==> src/soa_pkg.sv <==
// ----------------------------------------------------------------------------
// Slab object allocator package
// Shared constants, codes, types and class geometry tables for the allocator.
// ----------------------------------------------------------------------------
package soa_pkg;

   localparam int NUM_PAGES   = 64;
   localparam int PAGE_W      = (NUM_PAGES > 1) ? $clog2(NUM_PAGES) : 1;
   localparam int CLAIM_W     = $clog2(NUM_PAGES + 1);
   localparam int NUM_CLASSES = 9;
   localparam int CLASS_W     = 4;
   localparam int SLOT_W      = 9;
   localparam int LINK_W      = 10;
   localparam int NF_AW       = PAGE_W + SLOT_W;

   localparam logic [LINK_W-1:0]  LIST_END   = 10'h3FF;
   localparam logic [CLASS_W-1:0] CLASS_NONE = 4'd15;
   localparam logic [15:0]        MAX_SMALL  = 16'd2048;

   typedef enum logic [3:0] {
      ST_ALLOCATED   = 4'd0,
      ST_FREED       = 4'd1,
      ST_ZERO_SIZE   = 4'd2,
      ST_TOO_LARGE   = 4'd3,
      ST_NO_CLASS    = 4'd4,
      ST_POOL_FULL   = 4'd5,
      ST_NOT_SLAB    = 4'd6,
      ST_MISALIGNED  = 4'd7,
      ST_BAD_INDEX   = 4'd8,
      ST_DOUBLE_FREE = 4'd9
   } status_type;

   typedef enum logic [3:0] {
      S_IDLE,
      S_A_SCAN_RD,
      S_A_SCAN_CHK,
      S_A_INIT,
      S_A_POP_RD,
      S_A_POP_WR,
      S_F_META_RD,
      S_F_CHECK,
      S_F_WALK_CHK,
      S_F_WALK_WAIT,
      S_F_PUSH
   } state_type;

   typedef struct packed {
      logic               hit;
      logic [CLASS_W-1:0] cls;
   } class_sel_type;

   typedef struct packed {
      logic [CLASS_W-1:0] cls;
      logic [LINK_W-1:0]  head;
      logic [LINK_W-1:0]  used;
   } page_meta_type;

   // Header size, the 24-byte header rounded up to the object size.
   function automatic logic [11:0] class_hdr(input logic [CLASS_W-1:0] cls);
      logic [11:0] h;
      case (cls)
         4'd0:    h = 12'd24;
         4'd1:    h = 12'd32;
         4'd2:    h = 12'd32;
         4'd3:    h = 12'd64;
         4'd4:    h = 12'd128;
         4'd5:    h = 12'd256;
         4'd6:    h = 12'd512;
         4'd7:    h = 12'd1024;
         4'd8:    h = 12'd2048;
         default: h = 12'd0;
      endcase
      return h;
   endfunction

   // Objects per page after the header.
   function automatic logic [LINK_W-1:0] class_cap(input logic [CLASS_W-1:0] cls);
      logic [LINK_W-1:0] c;
      case (cls)
         4'd0:    c = 10'd509;
         4'd1:    c = 10'd254;
         4'd2:    c = 10'd127;
         4'd3:    c = 10'd63;
         4'd4:    c = 10'd31;
         4'd5:    c = 10'd15;
         4'd6:    c = 10'd7;
         4'd7:    c = 10'd3;
         4'd8:    c = 10'd1;
         default: c = 10'd1;
      endcase
      return c;
   endfunction

endpackage

==> src/soa_class_select.sv <==
// ----------------------------------------------------------------------------
// Slab allocator size class selection
// Picks the first power-of-two class that holds the size and meets alignment.
// ----------------------------------------------------------------------------
module soa_class_select (
   input  logic [15:0]                   size,
   input  logic [12:0]                   alignment,
   output soa_pkg::class_sel_type        sel
);

   logic [12:0] align_eff;
   logic        align_pow2;
   logic [16:0] csize;

   assign align_eff  = (alignment == 13'd0) ? 13'd1 : alignment;
   assign align_pow2 = ((align_eff & (align_eff - 13'd1)) == 13'd0);

   // A power-of-two class is divisible by the alignment exactly when the
   // alignment is a power of two no larger than the class.
   always_comb begin
      sel.hit = 1'b0;
      sel.cls = soa_pkg::CLASS_NONE;
      csize   = 17'd0;
      for (int c = soa_pkg::NUM_CLASSES - 1; c >= 0; c--) begin
         csize = 17'd8 << c;
         if (csize >= {1'b0, size} && align_pow2 && {4'd0, align_eff} <= csize) begin
            sel.hit = 1'b1;
            sel.cls = soa_pkg::CLASS_W'(c);
         end
      end
   end

endmodule

==> config.mk <==
export PLATFORM = sky130hd
export DESIGN_NAME = soa_class_select
export DESIGN_NICKNAME = d
export VERILOG_FILES = /design/src/soa_pkg.sv /design/src/soa_class_select.sv
export SDC_FILE = /design/constraint.sdc
export NUM_CORES = 1
export LEC_CHECK = 0
export CAP_MARGIN = 5
export CORE_MARGIN = 5
export CORE_UTILIZATION = 40
export DETAILED_ROUTE_END_ITERATION = 6
export DONT_BUFFER_PORTS = 1
export PLACE_DENSITY = 0.65
export REMOVE_ABC_BUFFERS = 1
export SYNTH_ARGS = -nofsm -noshare
export SYNTH_HDL_FRONTEND = slang
export SYNTH_SLANG_ARGS = --single-unit
==> constraint.sdc <==
create_clock -name vclk -period 3.9
set_clock_uncertainty 0.2 [all_clocks]
set_input_delay 0.78 -clock vclk [all_inputs]
set_output_delay 0.78 -clock vclk [all_outputs]
set_load 0.01 [all_outputs]
==> flow_results.xml <==
<?xml version="1.0" encoding="UTF-8"?>
<metrics>
  <group name="worst_setup_path">
    <metric name="setup.worst_path.start" unit="">alignment[2]</metric>
    <metric name="worst-setup-path-type" unit="">in2out</metric>
    <metric name="crit_chain" unit="">or4_1, or2_1, o32a_1, nor4_4, o41ai_1, a21o_1</metric>
    <metric name="cp_max_fo" unit="">6</metric>
    <metric name="cpMaxStageDelayCell" unit="">or4_1</metric>
    <metric name="worst_setup_path_start_kind" unit="">input pin</metric>
    <metric name="cp-end-kind" unit="">output pin</metric>
    <metric name="critical_path_data_arrival_time" unit="ns">2.79</metric>
    <metric name="worst_path_largest_cell_delay" unit="ns">0.59</metric>
    <metric name="critical_path_required" unit="ns">2.92</metric>
  </group>
  <group name="cells_and_area">
    <metric name="share_of_post_route_cells_with_drive_strength_above_1" unit="">0.0941</metric>
    <metric name="finalNonFillerCells" unit="">100</metric>
    <metric name="seq_area" unit="um^2">0</metric>
    <metric name="syn_to_layout_area_delta" unit="%">3.73</metric>
    <metric name="number_of_nets_in_the_layout" unit="">116</metric>
    <metric name="num-clock-buffers" unit="">0</metric>
    <metric name="antennaDiodeCount" unit="">0</metric>
    <metric name="layout.sequential_cells" unit="">0</metric>
  </group>
  <group name="status">
    <metric name="status" unit="">complete, no violations</metric>
  </group>
  <group name="drt">
    <metric name="drc" unit="">0</metric>
    <metric name="antenna_left" unit="">0</metric>
    <metric name="detail_route.wl_per_cell" unit="um">16.4</metric>
    <metric name="wl_met1" unit="um">685</metric>
    <metric name="dr_total_vias" unit="">697</metric>
    <metric name="routed-wl-met2" unit="um">708</metric>
    <metric name="routed_via_density" unit="">6.97</metric>
    <metric name="drt-pass1-iter-count" unit="">4</metric>
    <metric name="drt_wl_total" unit="mm">1.64</metric>
    <metric name="initialDrtViolationCount" unit="">13</metric>
    <metric name="met3RoutedLength" unit="um">249</metric>
    <metric name="route.top_layer_used" unit="">met3</metric>
  </group>
  <group name="timing">
    <metric name="setup_violations" unit="">0</metric>
    <metric name="setup-tns-final" unit="ns">0</metric>
    <metric name="max-slew-margin-rel" unit="">0.688</metric>
    <metric name="finalCriticalPeriod" unit="ns">3.77</metric>
    <metric name="post-route-worst-setup-slack" unit="ns">0.133</metric>
    <metric name="worstMarginPinSlew" unit="ns">0.467</metric>
    <metric name="achievable-frequency" unit="GHz">0.265</metric>
    <metric name="post-route-period-util" unit="">0.966</metric>
    <metric name="slew_viol_final" unit="">0</metric>
    <metric name="grt_setup_unrepaired" unit="">false</metric>
    <metric name="hold_violations" unit="">0</metric>
  </group>
  <group name="power">
    <metric name="power.ir.vdd_worst" unit="V">0.0000199</metric>
    <metric name="powerDensity" unit="nW/um^2">39.4</metric>
    <metric name="leakagePower" unit="nW">0.132</metric>
  </group>
  <group name="clock_tree">
    <metric name="cts-resized-gates" unit="">0</metric>
    <metric name="post_cts_repair_setup_buffers" unit="">0</metric>
    <metric name="postCtsHoldBufs" unit="">0</metric>
  </group>
  <group name="grt">
    <metric name="groute.usage.overall" unit="">0.141</metric>
    <metric name="grt_start_max_net_pins" unit="">11</metric>
    <metric name="antenna_violations_before_repair" unit="">0</metric>
    <metric name="globalRouteOverflowTotal" unit="">0</metric>
    <metric name="first_global_vias" unit="">597</metric>
    <metric name="grt_first_pass_wirelength" unit="mm">2.37</metric>
  </group>
  <group name="floorplanning">
    <metric name="top_level_ports" unit="">34</metric>
    <metric name="floorplan.core_area" unit="um^2">1280</metric>
    <metric name="die_h" unit="um">46.6</metric>
    <metric name="effective_utilization_at_floorplan" unit="">0.418</metric>
    <metric name="dieWidth" unit="um">46.6</metric>
    <metric name="row_count" unit="">13</metric>
    <metric name="die_area" unit="um^2">2170</metric>
  </group>
  <group name="min_path">
    <metric name="hold_path_class" unit="">in2out</metric>
    <metric name="worstHoldStart" unit="">size[10]</metric>
  </group>
  <group name="place">
    <metric name="io_buffer_count" unit="">0</metric>
    <metric name="gp_congestion" unit="">0.830</metric>
    <metric name="hpwlAfterDp" unit="mm">1.39</metric>
    <metric name="dp_cells" unit="">100</metric>
    <metric name="post-place-ws" unit="ns">0.132</metric>
  </group>
  <group name="synthesis">
    <metric name="netlist_area" unit="um^2">537</metric>
    <metric name="syn_avg_cell_area" unit="um^2">6.31</metric>
    <metric name="post_synth_num_cell_types" unit="">32</metric>
    <metric name="synth_warnings" unit="">0</metric>
    <metric name="synth_seq_area_share" unit="">0</metric>
    <metric name="gate_count_post_synth" unit="">85</metric>
  </group>
  <group name="run">
    <metric name="timing.max_cap.violations" unit="">0</metric>
  </group>
</metrics>
==> placed cells by master, fill, tap and decap left out, types with 2 or more instances in the layout <==
cell type / instances
o32ai_1: 2
or3_1: 4
nor4_1: 2
o31ai_1: 6
nand4_1: 2
nand2_1: 8
o41ai_1: 3
buf_4: 3
o21ai_0: 8
or2_2: 3
nand3_1: 2
a21oi_1: 3
a221oi_1: 2
nor3_1: 6
nor2_1: 10
or4_1: 5
o21a_1: 2
==> per-stage QoR <==
step / hold slack (ns) / instance area, um^2 / utilization / total power [W]
global placement: 1.57 / 557 / 0.433 / 0.0000212
CTS: 1.56 / 557 / 0.433 / 0.0000218
finish: 1.55 / 557 / 0.433 / 0.0000219
floorplan: 1.53 / 515 / - / 0.0000175
global route: 1.58 / 557 / 0.433 / 0.0000242
detailed placement: 1.56 / 557 / 0.433 / 0.0000216
==> cell type report <==
| type | count | area, um^2 |
|---|---|---|
| fillers | 145 | 728 |
| multi-input cells | 81 | 512 |
| repair buffers | 3 | 22.5 |
| well taps | 15 | 18.8 |
| inverters | 1 | 3.75 |
==> cells in the mapped netlist (all sizes together) <==
cell type  count  area [um^2]
a21o           1         7.51
o21a           2         15.0
o32a           1         10.0
o21ai          8         40.0
o41a           1         11.3
or2            4         25.0
nor2          10         37.5
nand3b         1         7.51
or3            4         25.0
buf            3         21.3
and4b          1         10.0
nor3           6         30.0
a2111oi        1         8.76
a21oi          3         15.0
nand2b         1         6.26
nor4           3         33.8
nand3          2         10.0
nand2          8         30.0
o32ai          2         17.5
o31ai          6         45.0
o41ai          3         26.3
a211o          1         8.76
and2           1         6.26
nand4          2         12.5
inv            1         3.75
a221oi         2         17.5
maj3           1         11.3
nor2b          1         6.26
or4            5         37.5
==> logic make-up (layout without fill, tap and decap cells) <==
kind of cell | after synthesis | in the layout | synth area share
buf+inv | 4 | 4 | 0.0466
simple gates | 49 | 49 | 0.518
compound gates | 31 | 31 | 0.415
fa+ha+maj | 1 | 1 | 0.0210
==> power breakdown <==
group | internal [W] | total (W) | switching [W]
logic | 0.0000115 | 0.0000219 | 0.0000105
clock network | 0 | 0 | 0
registers | 0 | 0 | 0
==> critical path, delay by kind of cell <==
| family | cells | cell delay, ns |
|---|---|---|
| AND/OR/NAND/NOR | 3 | 1.29 |
| AO/OA/AOI/OAI | 3 | 0.72 |
==> routing by layer <==
layer,vias to the layer above,track usage
met3,0,0.0391
met4,0,0
met1,311,0.195
li1,348,-
met5,-,0
met2,38,0.231
==> path summary, 6_finish.rpt <==
kind | to | slack (ns) | cells after the start
min | sel[3] | 1.55 | 2
max | sel[0] | 0.13 | 6
No activity file was read; power rests on OpenSTA's default activity.
